### src/hdl/pvbe_pkg.sv
`timescale 1ns / 1ps
// ----------------------------------------------------------------------------
// pvbe_pkg: shared types and constants for the delta vbyte postings encoder
// Command format passed from the front end to the byte emitter, widths and
// queue sizing.
// ----------------------------------------------------------------------------
package pvbe_pkg;

  localparam int DOC_W        = 35;
  localparam int FREQ_W       = 8;
  localparam int BYTE_W       = 8;
  localparam int GROUP_BITS   = 7;
  localparam int GAP_GROUPS   = 5;
  localparam int GRP_W        = $clog2(GAP_GROUPS + 1);
  localparam int QUEUE_DEPTH  = 2;
  localparam int QPTR_W       = (QUEUE_DEPTH > 1) ? $clog2(QUEUE_DEPTH) : 1;
  localparam int QCNT_W       = $clog2(QUEUE_DEPTH + 1);

  localparam logic [FREQ_W-1:0] FREQ_MAX = FREQ_W'(255);

  // Request kinds
  localparam logic REQ_POSTING = 1'b0;
  localparam logic REQ_FLUSH   = 1'b1;

  // Result stream kinds
  localparam logic KIND_GAP  = 1'b0;
  localparam logic KIND_FREQ = 1'b1;

  // One unit of work for the back end: optional frequency byte, then optional gap
  typedef struct packed {
    logic              emit_freq;
    logic [FREQ_W-1:0] freq;
    logic              emit_gap;
    logic [DOC_W-1:0]  gap;
  } cmd_t;

endpackage

### src/hdl/pvbe_front.sv
`timescale 1ns / 1ps
// ----------------------------------------------------------------------------
// pvbe_front: request classifier and term state
// Tracks previous document and pending frequency, and turns each request into
// a command for the byte emitter when the request produces output.
// ----------------------------------------------------------------------------
module pvbe_front (
  input  logic                  clk,
  input  logic                  rst_n,
  input  logic                  in_valid,
  input  logic                  in_ready,
  input  logic                  in_req_type,
  input  logic [pvbe_pkg::DOC_W-1:0] in_doc_number,
  output logic                  push,
  output pvbe_pkg::cmd_t        push_cmd
);
  import pvbe_pkg::*;

  logic [DOC_W-1:0]  prev_doc_r,  prev_doc_nxt;
  logic [FREQ_W-1:0] freq_r,      freq_nxt;
  logic              have_doc_r,  have_doc_nxt;
  logic              accept;

  assign accept = in_valid && in_ready;

  // Classify request and compute next term state
  always_comb begin
    prev_doc_nxt       = prev_doc_r;
    freq_nxt           = freq_r;
    have_doc_nxt       = have_doc_r;
    push               = 1'b0;
    push_cmd.emit_freq = have_doc_r;
    push_cmd.freq      = freq_r;
    push_cmd.emit_gap  = 1'b0;
    push_cmd.gap       = in_doc_number - prev_doc_r;
    if (accept) begin
      if (in_req_type == REQ_FLUSH) begin
        push         = have_doc_r;
        prev_doc_nxt = '0;
        freq_nxt     = '0;
        have_doc_nxt = 1'b0;
      end else if (have_doc_r && (in_doc_number == prev_doc_r)) begin
        // repeated document: count it, saturating
        if (freq_r != FREQ_MAX) begin
          freq_nxt = freq_r + FREQ_W'(1);
        end
      end else begin
        push              = 1'b1;
        push_cmd.emit_gap = 1'b1;
        prev_doc_nxt      = in_doc_number;
        freq_nxt          = FREQ_W'(1);
        have_doc_nxt      = 1'b1;
      end
    end
  end

  always_ff @(posedge clk) begin
    if (!rst_n) begin
      prev_doc_r <= '0;
      freq_r     <= '0;
      have_doc_r <= 1'b0;
    end else begin
      prev_doc_r <= prev_doc_nxt;
      freq_r     <= freq_nxt;
      have_doc_r <= have_doc_nxt;
    end
  end

endmodule

### src/hdl/pvbe_queue.sv
`timescale 1ns / 1ps
// ----------------------------------------------------------------------------
// pvbe_queue: command queue between front end and byte emitter
// Small circular buffer with a fill count; head is shown combinationally.
// ----------------------------------------------------------------------------
module pvbe_queue (
  input  logic           clk,
  input  logic           rst_n,
  input  logic           push,
  input  pvbe_pkg::cmd_t push_cmd,
  output logic           full,
  input  logic           pop,
  output logic           head_valid,
  output pvbe_pkg::cmd_t head_cmd
);
  import pvbe_pkg::*;

  cmd_t              entry_r [QUEUE_DEPTH];
  logic [QPTR_W-1:0] wptr_r, wptr_nxt;
  logic [QPTR_W-1:0] rptr_r, rptr_nxt;
  logic [QCNT_W-1:0] count_r, count_nxt;

  assign full       = (count_r == QCNT_W'(QUEUE_DEPTH));
  assign head_valid = (count_r != '0);
  assign head_cmd   = entry_r[rptr_r];

  // Pointer and fill count update
  always_comb begin
    wptr_nxt  = wptr_r;
    rptr_nxt  = rptr_r;
    count_nxt = count_r;
    if (push) begin
      wptr_nxt = (wptr_r == QPTR_W'(QUEUE_DEPTH - 1)) ? '0 : wptr_r + QPTR_W'(1);
    end
    if (pop) begin
      rptr_nxt = (rptr_r == QPTR_W'(QUEUE_DEPTH - 1)) ? '0 : rptr_r + QPTR_W'(1);
    end
    if (push && !pop) begin
      count_nxt = count_r + QCNT_W'(1);
    end else if (pop && !push) begin
      count_nxt = count_r - QCNT_W'(1);
    end
  end

  always_ff @(posedge clk) begin
    if (!rst_n) begin
      wptr_r  <= '0;
      rptr_r  <= '0;
      count_r <= '0;
    end else begin
      wptr_r  <= wptr_nxt;
      rptr_r  <= rptr_nxt;
      count_r <= count_nxt;
    end
  end

  // Storage
  always_ff @(posedge clk) begin
    if (push) begin
      entry_r[wptr_r] <= push_cmd;
    end
  end

endmodule

### src/hdl/pvbe_back.sv
`timescale 1ns / 1ps
// ----------------------------------------------------------------------------
// pvbe_back: byte emitter
// Pops commands and emits the frequency byte and the big-endian 7-bit gap
// groups one per cycle, unless out_ready stalls, into an output register.
// ----------------------------------------------------------------------------
module pvbe_back (
  input  logic                       clk,
  input  logic                       rst_n,
  input  logic                       head_valid,
  input  pvbe_pkg::cmd_t             head_cmd,
  output logic                       pop,
  output logic                       out_valid,
  input  logic                       out_ready,
  output logic                       out_stream_kind,
  output logic [pvbe_pkg::BYTE_W-1:0] out_byte,
  output logic                       out_last
);
  import pvbe_pkg::*;

  // Current command
  logic              cur_valid_r, cur_valid_nxt;
  logic              cur_freq_r,  cur_freq_nxt;
  logic              cur_gap_r,   cur_gap_nxt;
  logic [FREQ_W-1:0] freq_r,      freq_nxt;
  logic [DOC_W-1:0]  gap_r,       gap_nxt;
  logic [GRP_W-1:0]  idx_r,       idx_nxt;

  // Output register
  logic              out_valid_r, out_valid_nxt;
  logic              kind_r,      kind_nxt;
  logic [BYTE_W-1:0] byte_r,      byte_nxt;
  logic              last_r,      last_nxt;

  logic              load;
  logic              emit;
  logic              done;
  logic [GRP_W-1:0]  top_idx;
  logic [DOC_W-1:0]  shifted;

  assign load = !out_valid_r || out_ready;
  assign emit = cur_valid_r && load;

  // Highest nonzero group of the incoming gap, capped by the group count
  always_comb begin
    top_idx = '0;
    for (int g = 1; g < GAP_GROUPS; g++) begin
      if ((head_cmd.gap >> (GROUP_BITS * g)) != '0) begin
        top_idx = GRP_W'(g);
      end
    end
  end

  assign shifted = gap_r >> (GROUP_BITS * idx_r);

  // Byte selection and command sequencing
  always_comb begin
    cur_valid_nxt = cur_valid_r;
    cur_freq_nxt  = cur_freq_r;
    cur_gap_nxt   = cur_gap_r;
    freq_nxt      = freq_r;
    gap_nxt       = gap_r;
    idx_nxt       = idx_r;
    out_valid_nxt = out_valid_r;
    kind_nxt      = kind_r;
    byte_nxt      = byte_r;
    last_nxt      = last_r;
    done          = 1'b0;

    if (load) begin
      out_valid_nxt = emit;
    end

    if (emit) begin
      if (cur_freq_r) begin
        kind_nxt     = KIND_FREQ;
        byte_nxt     = freq_r;
        last_nxt     = !cur_gap_r;
        done         = !cur_gap_r;
        cur_freq_nxt = 1'b0;
      end else begin
        kind_nxt = KIND_GAP;
        byte_nxt = {(idx_r == '0), shifted[GROUP_BITS-1:0]};
        last_nxt = (idx_r == '0);
        done     = (idx_r == '0);
        idx_nxt  = idx_r - GRP_W'(1);
      end
    end

    pop = head_valid && (!cur_valid_r || (emit && done));

    if (pop) begin
      cur_valid_nxt = 1'b1;
      cur_freq_nxt  = head_cmd.emit_freq;
      cur_gap_nxt   = head_cmd.emit_gap;
      freq_nxt      = head_cmd.freq;
      gap_nxt       = head_cmd.gap;
      idx_nxt       = top_idx;
    end else if (emit && done) begin
      cur_valid_nxt = 1'b0;
    end
  end

  always_ff @(posedge clk) begin
    if (!rst_n) begin
      cur_valid_r <= 1'b0;
      cur_freq_r  <= 1'b0;
      cur_gap_r   <= 1'b0;
      out_valid_r <= 1'b0;
    end else begin
      cur_valid_r <= cur_valid_nxt;
      cur_freq_r  <= cur_freq_nxt;
      cur_gap_r   <= cur_gap_nxt;
      out_valid_r <= out_valid_nxt;
    end
  end

  always_ff @(posedge clk) begin
    freq_r <= freq_nxt;
    gap_r  <= gap_nxt;
    idx_r  <= idx_nxt;
    kind_r <= kind_nxt;
    byte_r <= byte_nxt;
    last_r <= last_nxt;
  end

  assign out_valid       = out_valid_r;
  assign out_stream_kind = kind_r;
  assign out_byte        = byte_r;
  assign out_last        = last_r;

endmodule

### src/hdl/posting_delta_vbyte_encoder_core.sv
`timescale 1ns / 1ps
// A request's command passes through the command queue, the byte emitter's current
// command and the output register. Throughput: one result byte per cycle unless
//   out_ready stalls the output; a request yields 0 to 6 bytes.
// A 2-entry command queue lets the input side keep accepting while bytes drain.
// Reset (rst_n low, synchronous) clears term state, queue and output valid.
// ----------------------------------------------------------------------------
// posting_delta_vbyte_encoder_core: delta variable-byte postings encoder
// Front end classifies postings, queue decouples, back end emits bytes.
// ----------------------------------------------------------------------------
module posting_delta_vbyte_encoder_core (
  input  logic                        clk,
  input  logic                        rst_n,
  input  logic                        in_valid,
  output logic                        in_ready,
  input  logic                        in_req_type,
  input  logic [pvbe_pkg::DOC_W-1:0]  in_doc_number,
  output logic                        out_valid,
  input  logic                        out_ready,
  output logic                        out_stream_kind,
  output logic [pvbe_pkg::BYTE_W-1:0] out_byte,
  output logic                        out_last
);
  import pvbe_pkg::*;

  logic push;
  cmd_t push_cmd;
  logic full;
  logic pop;
  logic head_valid;
  cmd_t head_cmd;

  assign in_ready = !full;

  pvbe_front u_front (
    .clk           (clk),
    .rst_n         (rst_n),
    .in_valid      (in_valid),
    .in_ready      (in_ready),
    .in_req_type   (in_req_type),
    .in_doc_number (in_doc_number),
    .push          (push),
    .push_cmd      (push_cmd)
  );

  pvbe_queue u_queue (
    .clk        (clk),
    .rst_n      (rst_n),
    .push       (push),
    .push_cmd   (push_cmd),
    .full       (full),
    .pop        (pop),
    .head_valid (head_valid),
    .head_cmd   (head_cmd)
  );

  pvbe_back u_back (
    .clk             (clk),
    .rst_n           (rst_n),
    .head_valid      (head_valid),
    .head_cmd        (head_cmd),
    .pop             (pop),
    .out_valid       (out_valid),
    .out_ready       (out_ready),
    .out_stream_kind (out_stream_kind),
    .out_byte        (out_byte),
    .out_last        (out_last)
  );

endmodule

### config.mk
export PLATFORM = sky130hd
export DESIGN_NAME = posting_delta_vbyte_encoder_core
export DESIGN_NICKNAME = d
export VERILOG_FILES = /design/src/hdl/pvbe_pkg.sv /design/src/hdl/pvbe_front.sv /design/src/hdl/pvbe_queue.sv /design/src/hdl/pvbe_back.sv /design/src/hdl/posting_delta_vbyte_encoder_core.sv
export SDC_FILE = /design/constraint.sdc
export NUM_CORES = 1
export LEC_CHECK = 0
export BUFFER_PORTS_ARGS = -buffer_cell sky130_fd_sc_hd__clkbuf_2
export CORE_MARGIN = 2
export CORE_UTILIZATION = 55
export CTS_CLUSTER_SIZE = 24
export DETAILED_ROUTE_END_ITERATION = 12
export GPL_TIMING_DRIVEN = 0
export PLACE_DENSITY = 0.76
export SYNTH_ARGS = -nofsm -noshare
export SYNTH_HDL_FRONTEND = slang
export SYNTH_SLANG_ARGS = --single-unit
### constraint.sdc
create_clock -name clk -period 4.15 [get_ports clk]
set_input_delay 0.415 -clock clk [delete_from_list [all_inputs] [get_ports clk]]
set_output_delay 0.415 -clock clk [all_outputs]
set_load 0.02 [all_outputs]
Word level (Yosys, flattened, before mapping) --
Memory sizes are Yosys's and may differ from the RTL's. A register that Yosys moved wholly into a read port is not among the register bits. Index checks and enable logic that the tools add are counted. W data, S select, Z words.
Word-level totals: register bits after elaboration 108, RAM bits 90, bits of input ports 40, output and inout port bits 12, logic and storage cells 94, memories kept 1
Memory list:
- u_queue.entry_r | depth 2, width 45, rd ports 1, clocked after Yosys merged registers in 1, write ports 1, line pvbe_queue.sv:18 | cmd_t entry_r [QUEUE_DEPTH];
Cells by class: $add $sub $neg 7, $mul 1, equal/unequal tests 6, shift-type cells 1, muxes and demuxes 35, reduce and logical (&&, ||, !) cells 27
Operator list (count):
- $reduce_bool A35 Y1 | 4
- $mux W35 | 2
- $eq A35 B35 Y1 | 1
- $shr A35 B6 Y7 | 1
- $sub A35 B35 Y35 | 1
- $mux W8 | 4
- $mux W1 | 21
- $mux W3 | 6
- $add A8 B1 Y8 const B | 1
- $ne A8 B8 Y1 const B | 1
- $reduce_bool A2 Y1 | 4
- $logic_and A1 B1 Y1 | 7
- $logic_not A1 Y1 | 6
- $mul A3 B3 Y6 const A | 1
- $reduce_and A2 Y1 | 3
- $mux W2 | 2
- $ne A2 B2 Y1 const B | 2
- $logic_not A3 Y1 | 1
- $ne A3 B3 Y1 const B | 1
- $sub A3 B1 Y3 const B | 1
- $add A1 B1 Y1 const B | 2
- $add A2 B1 Y2 const B | 1
- $eq A2 B2 Y1 const B | 1
- $logic_or A1 B1 Y1 | 2
- $sub A2 B1 Y2 const B | 1

Depth between registers and ports, before layout --
Gate-level depths: netlist of the first run.
depth after elaboration 10, gate-level depth with buffers 15

Cells and area by module --
Synthesis of the first run repeated with hierarchy kept, for this count alone.
Second synthesis, totals: cells, all modules 794, area, all modules 9670.5 um2
By module, submodules not included:
- pvbe_front | instances 1, cells each 493, area each 3789.9 um2
- pvbe_queue | instances 1, cells each 162, area each 3480.8 um2
- pvbe_back | instances 1, cells each 138, area each 2396.0 um2
- posting_delta_vbyte_encoder_core | instances 1, cells each 1, area each 3.8 um2

Worst setup path after synthesis of the first run --
OpenSTA, ideal clock, no wires.
path kind in2reg, from input port in_doc_number[13] in the netlist's numbering, to memory u_queue.entry_r[0][0] in the netlist's numbering, enable pin, library setup time 0.449 ns, arrival 3.677 ns, path slack 0.024 ns, stages on the path 10, path buffers 2, cell sequence ha_1 > buf_2 > nand4_1 > nor2_1 > nand4_1 > or2_0 > buf_6 > nand2_1 > a21o_1 > nor2_1
On the way: word-level cells in the longest chain between the ends 7
RTL lines:
- start: declaration | line posting_delta_vbyte_encoder_core.sv:17 | input logic [pvbe_pkg::DOC_W-1:0] in_doc_number,
- $eq A35 B35 Y1 | line pvbe_front.sv:42 | end else if (have_doc_r && (in_doc_number == prev_doc_r)) begin
- $logic_and A1 B1 Y1 | line pvbe_front.sv:42
- $mux W1 | line pvbe_front.sv:42
- $mux W1 | line pvbe_front.sv:37 | if (in_req_type == REQ_FLUSH) begin
- $mux W1 | line pvbe_front.sv:36 | if (accept) begin
- $mux W1 | line pvbe_queue.sv:59 | if (push) begin
- $mux W1 (implied by the code) | line pvbe_queue.sv:60 | entry_r[wptr_r] <= push_cmd;
- end: declaration | line pvbe_queue.sv:18
Every way passes these cells.

Worst setup path after layout of the first run --
from register u_front.prev_doc_r[31], to memory u_queue.entry_r[1][33] in the netlist's numbering, enable pin
On the way: word-level cells in the longest chain between the ends 7
RTL lines:
- start: declaration | line pvbe_front.sv:19 | logic [DOC_W-1:0] prev_doc_r, prev_doc_nxt;
- start signal: assignment | line pvbe_front.sv:63 | prev_doc_r <= prev_doc_nxt;
- $eq A35 B35 Y1 | line pvbe_front.sv:42
- $logic_and A1 B1 Y1 | line pvbe_front.sv:42
- $mux W1 | line pvbe_front.sv:42
- $mux W1 | line pvbe_front.sv:37
- $mux W1 | line pvbe_front.sv:36
- net push | line posting_delta_vbyte_encoder_core.sv:26 | logic push;
- $mux W1 | line pvbe_queue.sv:59
- $mux W1 (implied by the code) | line pvbe_queue.sv:60
The timed path passes the listed nets, and every way through them passes these cells.

==> results by group, run 1 <==
Clocking
  • Longest Clk Path Bufs: 2
  • # H-tree levels: 4
  • Post-CTS Resized: 0
  • Hold-fix buffers, CTS: 0
  • TritonCTS buffer count: 17
  • CTS tree: yes
  • Clk sink count: ~200
  • Worst-Skew Late Latency: between 0.4 and 0.5 ns
  • Clock transition at the registers of the reported paths: 0.07 ns
  • Setup repair bufs after CTS: 0
  • Root Buffer: clkbuf_16

Finish
  • Nets: about 950
  • Layout area overhead: 12.15%
  • Fin util: 62.59%
  • Cell Count, Final, Fillers Out: 1108
  • Antenna cell count: 0
  • Layout cells sized above 1: 18.23%

Pwr
  • Power Dens Cells: between 500 and 600 mW/mm2
  • Int Pwr: 4288 uW
  • Leak: 0.003821 uW
  • Clock share of power: 26.1%
  • Peak VDD IR: 366.3 uV
  • Gate power share: around 28%
  • Sw frac: 30.88%
  • Switching power: 1916 uW
  • Flop pwr share: between 40% and 50%

Worst setup path
  • Crit path kind: register to register
  • CP max stage delay: 0.37 ns
  • Worst setup SP type: register
  • Critical Path AT: 3.74 ns
  • Crit. End Element: register
  • CP max FO: 27
  • Critical path required time: 4.33 ns
  • Cell Chain, Critical Path: inv_1 > ha_1 > clkbuf_1 > nand4_1 > nor2_1 > nand4_1 > or2_0 > buf_6 > nand2_1 > a21o_1 > inv_1 > and2_2 > buf_12
  • Worst-path cell with the longest stage delay: nand2_1

STA
  • Clock skew: 0.009496 ns
  • Slew Limit Fails: 0
  • Tmin final: 3.567 ns
  • Measured slew at the worst slew-check pin: 0.8405 ns
  • Final worst path period share: 85.94%
  • Final Hold Vio Count: 0
  • Final setup vio count: 0
  • Fmax: 0.2804 GHz
  • RSZ-0062 raised after global routing: false
  • Worst rel slew slack: between 40 and 50%

Die
  • Die ar.: 0.01850 mm2
  • Core area: roughly 0.017 mm2
  • I/O pins: 52
  • Die height: 136.0 um
  • Die width: approximately 140 um
  • Num rows: 48
  • Starting Density: 55.81%

GRT
  • Met2 Use GR: 37.58%
  • First-pass GRT wire length: 31.10 mm
  • Global Route met3 Usage: 3.952%
  • Vias in the first global route: 6064
  • Grt ovf: 0
  • Total Routing Usage GR: 22.04%
  • Largest net degree at the start of global routing: 53
  • Busiest grt layer: met2
  • Met1 usage: 27.74%
  • Initial antenna violation count: 0

Synthesis
  • Yosys reg bits: 199
  • Synth Instances: 798
  • Syn Nets: 877
  • Most frequent cell after synthesis: edfxtp_1
  • Synth Flop Type: edfxtp_1
  • Post-synth top area share: 45.74%
  • Synth warnings: 0
  • Distinct cells, synth: 59
  • Largest cells by area after synthesis: edfxtp_1 46%, dfxtp_1 11%, mux2_2 5.3%
  • Synth area leader: edfxtp_1
  • Sequential share of the synthesized area: between 50% and 60%
  • Cell Area, Synth: ~0.0096 mm2
  • Avg Synthesized Cell Area: 12.01 um2
  • Post-synth top cells: 146 x edfxtp_1, 53 x dfxtp_1, 53 x inv_1
  • Async SR Flop Fraction: 0%
  • EDFF count, synth: 146

Route
  • Residual DRC: 0
  • Via-to-Cell Ratio: 5.734
  • Wirelength per Cell: around 17 um
  • WL final: 19.37 mm
  • Routed Antenna Nets: 0
  • Detailed Route Iter0 Violations: between 400 and 500
  • 1st-pass router iterations: 5
  • Total number of vias: 6353

Run status
  • Status: finished, final reports clean

Placed design
  • # port buffers: 51
  • Inst Count DP: about 1100
  • Hpwl dp: 13.93 mm
  • GP Congestion: slightly below 0.9

Job
  • Max cap viols: 0

Worst hold path
  • Worst Hold Class: primary input to register
-- flip-flops by register name, summed over array words and instances, names as in the netlist, 2 cells and up, named ones only --
register / count
u_queue.entry_r: 90
u_front.freq_r: 8
u_back.gap_r: 35
u_back.out_byte: 8
u_queue.count_r: 2
u_back.idx_r: 3
u_front.prev_doc_r: 35
u_back.freq_r: 8
-- power by group through the flow --
stage	Sequential (uW)	Clock [uW]	Combinational, uW
2_1_floorplan	2900	0	1200
3_3_place_gp	2910	0	1650
3_5_place_dp	2900	0	1700
4_1_cts	2870	1630	1720
5_1_grt	2890	1710	1890
6_report	2870	1620	1720
-- layer usage --
metal | share of wire (%) | vias up
li1 | - | 3095
met1 | 43 | 3045
met2 | 49 | 176
met3 | 4.5 | 37
met4 | 3.0 | 0
met5 | 0 | -
-- layout make-up --
cell class                 count  area [um2]
buffer                        32       146.4
clock inverter                13       145.1
multi-input combinational    513        3800
tap                          225       281.5
fill                        1377        6426
sequential                   199        5445
clock buffer                  19       432.9
timing repair buffer          53       295.3
inverter                      54       203.9
-- through the flow --
step | setup WS [ns] | setup TNS, ns | hold WS [ns] | cell area (um2) | power (uW)
global route | 0.2421 | 0 | 0.2691 | 10750 | 6497
floorplan | 0.02436 | 0 | 0.4064 | 9585 | 4104
global placement | -1.744 | -95.49 | 0.4240 | 10120 | 4560
finish | 0.5834 | 0 | 0.2636 | 10750 | 6204
detailed placement | 0.4187 | 0 | 0.4222 | 10170 | 4605
CTS | 0.5338 | 0 | 0.2580 | 10750 | 6223
-- layout by cell type (no fill, tap or decap), types with 4 or more instances in the layout --
| cell | netlist | layout |
|---|---|---|
| a21o_1 | 11 | 11 |
| and3_1 | 7 | 7 |
| edfxtp_1 | 146 | 146 |
| xor2_1 | 15 | 15 |
| xnor2_1 | 21 | 21 |
| inv_1 | 53 | 53 |
| a21oi_1 | 41 | 41 |
| a21boi_1 | 4 | 4 |
| nand3_1 | 11 | 11 |
| nor2b_1 | 43 | 43 |
| clkbuf_16 | 0 | 17 |
| o21a_1 | 6 | 6 |
| clkbuf_1 | 14 | 16 |
| clkinvlp_4 | 0 | 4 |
| ha_1 | 38 | 38 |
| nand2_1 | 41 | 41 |
| clkbuf_2 | 2 | 53 |
| mux2_2 | 45 | 45 |
| nor2_1 | 31 | 30 |
| a211oi_1 | 5 | 5 |
| o21ai_0 | 43 | 43 |
| and2_1 | 13 | 12 |
| or3_1 | 4 | 4 |
| buf_2 | 13 | 13 |
| a22oi_1 | 45 | 45 |
| mux4_2 | 7 | 7 |
| dfxtp_1 | 53 | 53 |
| nand4_1 | 10 | 10 |
| or3b_1 | 4 | 4 |
| nor3_1 | 9 | 9 |
| nor4_1 | 7 | 7 |
| o21bai_1 | 8 | 8 |
| a21boi_0 | 5 | 5 |
-- critical path, delay by kind of cell, from the launching register on --
family / cells / cell delay (ns)
buf+inv: 5 / 0.76
simple gates: 6 / 1.70
flops: 1 / 0.33
compound gates: 1 / 0.23
fa+ha+maj: 1 / 0.25
-- worst paths after layout --
check / endpoint / start / cells past startpoint / slack (ns)
worst max-delay path: u_queue.entry_r[1][33] / u_front.prev_doc_r[31] / 13 / 0.58
worst min-delay path: u_front.prev_doc_r[22] / in_doc_number[22] / 3 / 0.26
worst max register to register: u_queue.entry_r[1][33] / u_front.prev_doc_r[31] / 13 / 0.58
worst min register to register: u_back.out_stream_kind / u_back.cur_freq_r / 0 / 0.44
-- logic make-up after synthesis --
kind of cell,count (synthesis),share of synthesized area (%)
DFF,199,56.81
buffers and inverters,86,3.642
xor gates and xnor gates,36,3.289
and+or+nand+nor,193,10.85
adders and majority gates,39,5.169
AOI/OAI and AO/OA,190,13.00
muxes,55,7.245
(Power assumes the default switching activity.)
==> run 2: changes to the inputs <==
--- a/config.mk
+++ b/config.mk
@@ -5,7 +5,7 @@
 export SDC_FILE = /design/constraint.sdc
 export NUM_CORES = 1
 export LEC_CHECK = 0
-export BUFFER_PORTS_ARGS = -buffer_cell sky130_fd_sc_hd__clkbuf_2
+export BUFFER_PORTS_ARGS = -buffer_cell sky130_fd_sc_hd__buf_2
 export CORE_MARGIN = 2
 export CORE_UTILIZATION = 55
 export CTS_CLUSTER_SIZE = 24
==> run 2 against run 1 <==
Effect of this change:
- clock power about the same
- sequential share of layout area about the same
- sequential power about the same
- count of clock-buffer cells in the layout down 2
- worst hold slack worse by 0.0062 ns
- critical endpoint is now u_queue.count_r[1]
==> results by group, run 2 (synthesized netlist as in run 1, its figures left out) <==
Clocking
  • # H-tree levels: 4
  • Setup repair bufs after CTS: 0
  • Root Buffer: clkbuf_16
  • Clock transition at the registers of the reported paths: 0.07 ns
  • Clk sink count: between 150 and 200
  • Hold-fix buffers, CTS: 0
  • Longest Clk Path Bufs: 2
  • Worst-Skew Late Latency: 0.44 ns
  • TritonCTS buffer count: 17
  • CTS tree: yes
  • Post-CTS Resized: 0

STA
  • Clock skew: approximately 0.0083 ns
  • Worst rel slew slack: 45.16%
  • Measured slew at the worst slew-check pin: approximately 0.82 ns
  • Final setup vio count: 0
  • Slew Limit Fails: 0
  • Final Hold Vio Count: 0
  • Final worst path period share: 86.75%
  • Tmin final: 3.600 ns
  • Fmax: 0.2778 GHz
  • RSZ-0062 raised after global routing: false

GRT
  • Vias in the first global route: between 6000 and 7000
  • First-pass GRT wire length: 30.84 mm
  • Initial antenna violation count: 0
  • Largest net degree at the start of global routing: 53
  • Grt ovf: 0
  • Total Routing Usage GR: a little over a fifth

Die
  • Die width: 136.0 um
  • Die height: 136.0 um
  • Starting Density: 55.81%
  • I/O pins: 52
  • Num rows: 48
  • Die ar.: 0.01850 mm2
  • Core area: between 0.015 and 0.02 mm2

Worst setup path
  • Critical path required time: roughly 4.5 ns
  • Critical Path AT: between 3 and 4 ns
  • Worst setup SP type: register
  • Crit path kind: register to register
  • CP max FO: 10
  • Crit. End Element: register

Finish
  • Cell Count, Final, Fillers Out: around 1100
  • Max reg flops: 90
  • Register bank with the most flops: u_queue.entry_r
  • Most frequent cells in the layout: 146 x edfxtp_1, 64 x buf_2, 53 x inv_1, 53 x dfxtp_1
  • Commonest non-fill, non-tap cell in the layout: edfxtp_1
  • Register Area: about 0.0054 mm2
  • Fin area: about 0.011 mm2
  • Layout cells sized above 1: 18.57%
  • Top flop regs: u_queue.entry_r x90, u_back.gap_r x35, u_front.prev_doc_r x35
  • Nets: 949
  • Multi-input logic area: 0.003800 mm2
  • Layout area overhead: 12.24%
  • Filler cells: 1372
  • Antenna cell count: 0

Pwr
  • Clock share of power: roughly 26%
  • Leak: 0.003825 uW
  • Int Pwr: 4198 uW
  • Gate power share: 27.7%
  • Peak VDD IR: 391.6 uV
  • Power Dens Cells: 573.9 mW/mm2
  • Flop pwr share: between 40% and 50%
  • Switching power: 1976 uW
  • Sw frac: 32.01%

Worst hold path
  • Worst Hold Class: primary input to register

Route
  • 1st-pass router iterations: 5
  • Wirelength per Cell: 17.19 um
  • Detailed Route Iter0 Violations: 510
  • Routed Antenna Nets: 0
  • Via-to-Cell Ratio: roughly 5.7
  • Residual DRC: 0
  • Total number of vias: 6331
  • WL final: 19.04 mm

Placed design
  • Inst Count DP: 1076
  • GP Congestion: 0.8794
  • Hpwl dp: 13.94 mm
  • Area after DPL: 0.01017 mm2
  • # port buffers: 51

Job
  • Max cap viols: 0

Run status
  • Status: finished, final reports clean
run 2: cell count changes in the layout (fill, tap and decap cells not counted), sizes merged:
cell,change
clkinvlp,-3
buf,+51
inv,+3
clkinv,+4
bufinv,-2
clkbuf,-53
run 2: worst max-delay path: stages (launching register included):
cell	delay (ns)
dfxtp_1	0.34
inv_1	0.05
ha_1	0.25
clkbuf_1	0.25
nand4_1	0.19
nor2_1	0.29
nand4_1	0.24
or2_0	0.27
buf_6	0.15
nand2_1	0.38
a21o_1	0.22
inv_1	0.07
ha_1	0.33
or3_1	0.35
a21boi_0	0.15
run 2: power groups by stage:
stage	combinational [uW]	clock (uW)	sequential, uW
floorplan	1200	0	2900
global placement	1650	0	2900
detailed placement	1700	0	2910
CTS	1720	1620	2860
global route	1900	1700	2890
finish	1710	1600	2860
run 2: cell type report:
type | instances | share of cell area [%]
flip-flops and latches | 199 | 50.61
multi-input cells | 513 | 35.32
clock buffers | 17 | 3.954
repair buffers | 53 | 2.744
well taps | 225 | 2.617
inverters | 54 | 1.896
clock inverters | 15 | 1.500
plain buffers | 32 | 1.361
run 2: metal layers:
layer / up-vias / global-route usage (%) / wire, um
met5: - / 0 / 0
met4: 0 / 8.044 / 414
met3: 28 / 3.729 / 958
met2: 177 / 38.11 / 9506
met1: 3023 / 27.79 / 8165
li1: 3103 / - / -
run 2: metrics by stage:
stage | hold WS (ns) | setup slack, ns | setup TNS [ns] | utilization (%) | power, uW
3_5_place_dp | 0.4208 | 0.3712 | 0 | 59.22 | 4609
6_report | 0.2573 | 0.5497 | 0 | 62.64 | 6174
4_1_cts | 0.2392 | 0.5235 | 0 | 62.64 | 6203
5_1_grt | 0.2649 | 0.2892 | 0 | 62.64 | 6490
2_1_floorplan | 0.4064 | 0.02436 | 0 | - | 4104
3_3_place_gp | 0.4211 | -1.662 | -93.33 | 58.93 | 4559
run 2: path summary, 6_finish.rpt:
check	from	endpoint	slack, ns	cells after the start
max reg2reg	u_front.prev_doc_r[31]	u_queue.count_r[1]	0.55	14
min	in_doc_number[31]	u_front.prev_doc_r[31]	0.26	3
max	u_front.prev_doc_r[31]	u_queue.count_r[1]	0.55	14
min reg2reg	u_back.cur_freq_r	u_back.out_stream_kind	0.44	0
==> run 3: changes to the inputs <==
--- a/config.mk
+++ b/config.mk
@@ -11,7 +11,7 @@
 export CTS_CLUSTER_SIZE = 24
 export DETAILED_ROUTE_END_ITERATION = 12
 export GPL_TIMING_DRIVEN = 0
-export PLACE_DENSITY = 0.76
+export PLACE_DENSITY_LB_ADDON = 0.15
 export SYNTH_ARGS = -nofsm -noshare
 export SYNTH_HDL_FRONTEND = slang
 export SYNTH_SLANG_ARGS = --single-unit
==> run 3 against run 2 <==
Effect of this change:
- worst hold slack improved by 0.0057 ns
- clock skew fell by 0.00081 ns
- cell count did not move
- wire length rose by 2.1%
- combinational power barely moved
- count of clock-buffer cells in the layout rose by 4
- clock power fell by 3%
- maximum frequency fell by 2.9%
- via count fell by 0.95%
- die area did not move
- global-route usage rose by 0.37 points
- critical path type unchanged
==> results by group, run 3 (synthesized netlist as in run 1, its figures left out) <==
Run status
  • Status: finished, final reports clean

Pwr
  • Power Dens Cells: 572.2 mW/mm2
  • Sw frac: ~31%
  • Peak VDD IR: 340.2 uV
  • Flop pwr share: 46.6%
  • Gate power share: between 20% and 30%
  • Switching power: 1884 uW
  • Int Pwr: 4254 uW
  • Leak: approximately 0.0038 uW
  • Clock share of power: 25.3%

GRT
  • Initial antenna violation count: 0
  • Total Routing Usage GR: 22.37%
  • First-pass GRT wire length: roughly 31 mm
  • Largest net degree at the start of global routing: 53
  • Grt ovf: 0
  • Vias in the first global route: ~6300

Route
  • Routed Antenna Nets: 0
  • Detailed Route Iter0 Violations: 429
  • Residual DRC: 0
  • Total number of vias: 6271
  • 1st-pass router iterations: 5
  • Via-to-Cell Ratio: 5.660
  • Wirelength per Cell: 17.55 um
  • WL final: 19.44 mm

STA
  • Slew Limit Fails: 0
  • Fmax: 0.2696 GHz
  • Worst rel slew slack: a little over two fifths
  • Final Hold Vio Count: 0
  • Worst setup margin: 0.4406 ns
  • Hold slack: 0.2630 ns
  • Measured slew at the worst slew-check pin: 0.8670 ns
  • Final worst path period share: 89.38%
  • Clock skew: roughly 0.0075 ns
  • Final setup vio count: 0
  • RSZ-0062 raised after global routing: false
  • Tmin final: approximately 3.7 ns

Clocking
  • Root Buffer: clkbuf_16
  • Clk sink count: 199
  • Clock transition at the registers of the reported paths: 0.07 ns
  • # H-tree levels: 4
  • CTS tree: yes
  • Worst-Skew Late Latency: 0.43 ns
  • TritonCTS buffer count: 17
  • Hold-fix buffers, CTS: 0
  • Setup repair bufs after CTS: 0
  • Longest Clk Path Bufs: 2
  • Post-CTS Resized: 0

Finish
  • Top flop regs: u_queue.entry_r x90, u_back.gap_r x35, u_front.prev_doc_r x35
  • Commonest non-fill, non-tap cell in the layout: edfxtp_1
  • Layout area overhead: 11.92%
  • Filler cells: approximately 1400
  • Antenna cell count: 0
  • Max reg flops: 90
  • Layout cells sized above 1: between 15 and 20%
  • Register Area: 0.005445 mm2
  • Most frequent cells in the layout: 146 x edfxtp_1, 64 x buf_2, 53 x inv_1, 53 x dfxtp_1
  • Fin area: 0.01073 mm2
  • Fin util: 62.46%
  • Register bank with the most flops: u_queue.entry_r
  • Multi-input logic area: roughly 0.0038 mm2
  • Nets: 949

Placed design
  • GP Congestion: between 0.8 and 0.9
  • Area after DPL: 0.01017 mm2
  • Hpwl dp: ~15 mm
  • # port buffers: a little over 50
  • Worst slack, placed: 0.2887 ns

Die
  • Core area: 0.01718 mm2
  • Die height: 136.0 um
  • Die ar.: about 0.019 mm2
  • I/O pins: 52
  • Die width: 136.0 um
  • Num rows: 48
  • Starting Density: 55.81%

Worst setup path
  • Critical path origin: u_front.prev_doc_r[31]
  • Worst setup path endpoint: u_queue.count_r[1]
  • Worst r2r src: u_front.prev_doc_r[31]
  • Worst Reg-to-Reg Cells: 14
  • Critical Path AT: between 4 and 5 ns
  • Critical path required time: 4.48 ns
  • Worst setup SP type: register
  • CP max FO: 10
  • Reg-to-reg setup timing slack: 0.44 ns
  • Crit path kind: register to register
  • Reg2reg end: u_queue.count_r[1]
  • Crit. End Element: register

Job
  • Max cap viols: 0

Worst hold path
  • Worst Hold Class: primary input to register
[run 3: cell types whose count changed in the layout (fill, tap and decap cells not counted), moves of 2 or more]
cell	change
inv_8	-2
clkbuf_8	+2
clkinv_1	+2
clkinv_2	+2
clkinv_4	-2
clkbuf_1	+2
clkinv_8	-4
[run 3: final cells by class]
type	instances	share of cell area, %
Buffer	32	1.365
Clock buffer	21	4.292
Clock inverter	11	0.8864
Sequential cell	199	50.76
Multi-Input combinational cell	513	35.42
Timing Repair Buffer	53	2.753
Tap cell	225	2.624
Inverter	54	1.901
[run 3: worst min-delay path by stage]
stage / endpoint / slack, ns / startpoint / cells past startpoint
finish: u_front.prev_doc_r[30] / 0.26 / in_doc_number[30] / 3
global route: u_front.prev_doc_r[17] / 0.26 / in_doc_number[17] / 3
CTS: u_front.prev_doc_r[8] / 0.25 / in_doc_number[8] / 3
detailed placement: u_back.out_stream_kind / 0.42 / u_back.cur_freq_r / 0
global placement: u_back.out_stream_kind / 0.41 / u_back.cur_freq_r / 0
floorplan: u_back.out_stream_kind / 0.41 / u_back.cur_freq_r / 0
[run 3: worst max-delay path, cell delays in order, from the launching register on]
cell      delay, ns
dfxtp_1        0.35
inv_1          0.06
ha_1           0.26
clkbuf_1       0.24
nand4_1        0.19
nor2_1         0.30
nand4_1        0.22
or2_0          0.27
buf_6          0.15
nand2_1        0.36
a21o_1         0.21
inv_1          0.07
ha_1           0.33
or3_1          0.37
a21boi_0       0.23
[run 3: per-layer routing]
| metal | track usage, % | routed length, um | vias up |
|---|---|---|---|
| met3 | 4.623 | 792 | 31 |
| met4 | 7.813 | 462 | 0 |
| li1 | - | - | 3106 |
| met2 | 38.44 | 9689 | 140 |
| met5 | 0 | 0 | - |
| met1 | 28.12 | 8495 | 2994 |
[run 3: power by group through the flow]
stage          Combinational [uW]  Clock [uW]  Sequential (uW)
6_report                     1720        1550             2860
3_3_place_gp                 1660           0             2910
2_1_floorplan                1200           0             2900
3_5_place_dp                 1730           0             2910
4_1_cts                      1740        1590             2870
5_1_grt                      1900        1670             2900
[run 3: per-stage QoR]
step	cells	setup TNS (ns)	total power, uW
global route	1108	0	6468
detailed placement	1076	0	4636
CTS	1108	0	6196
global placement	1074	-81.96	4565
finish	1108	0	6139
floorplan	798	0	4104
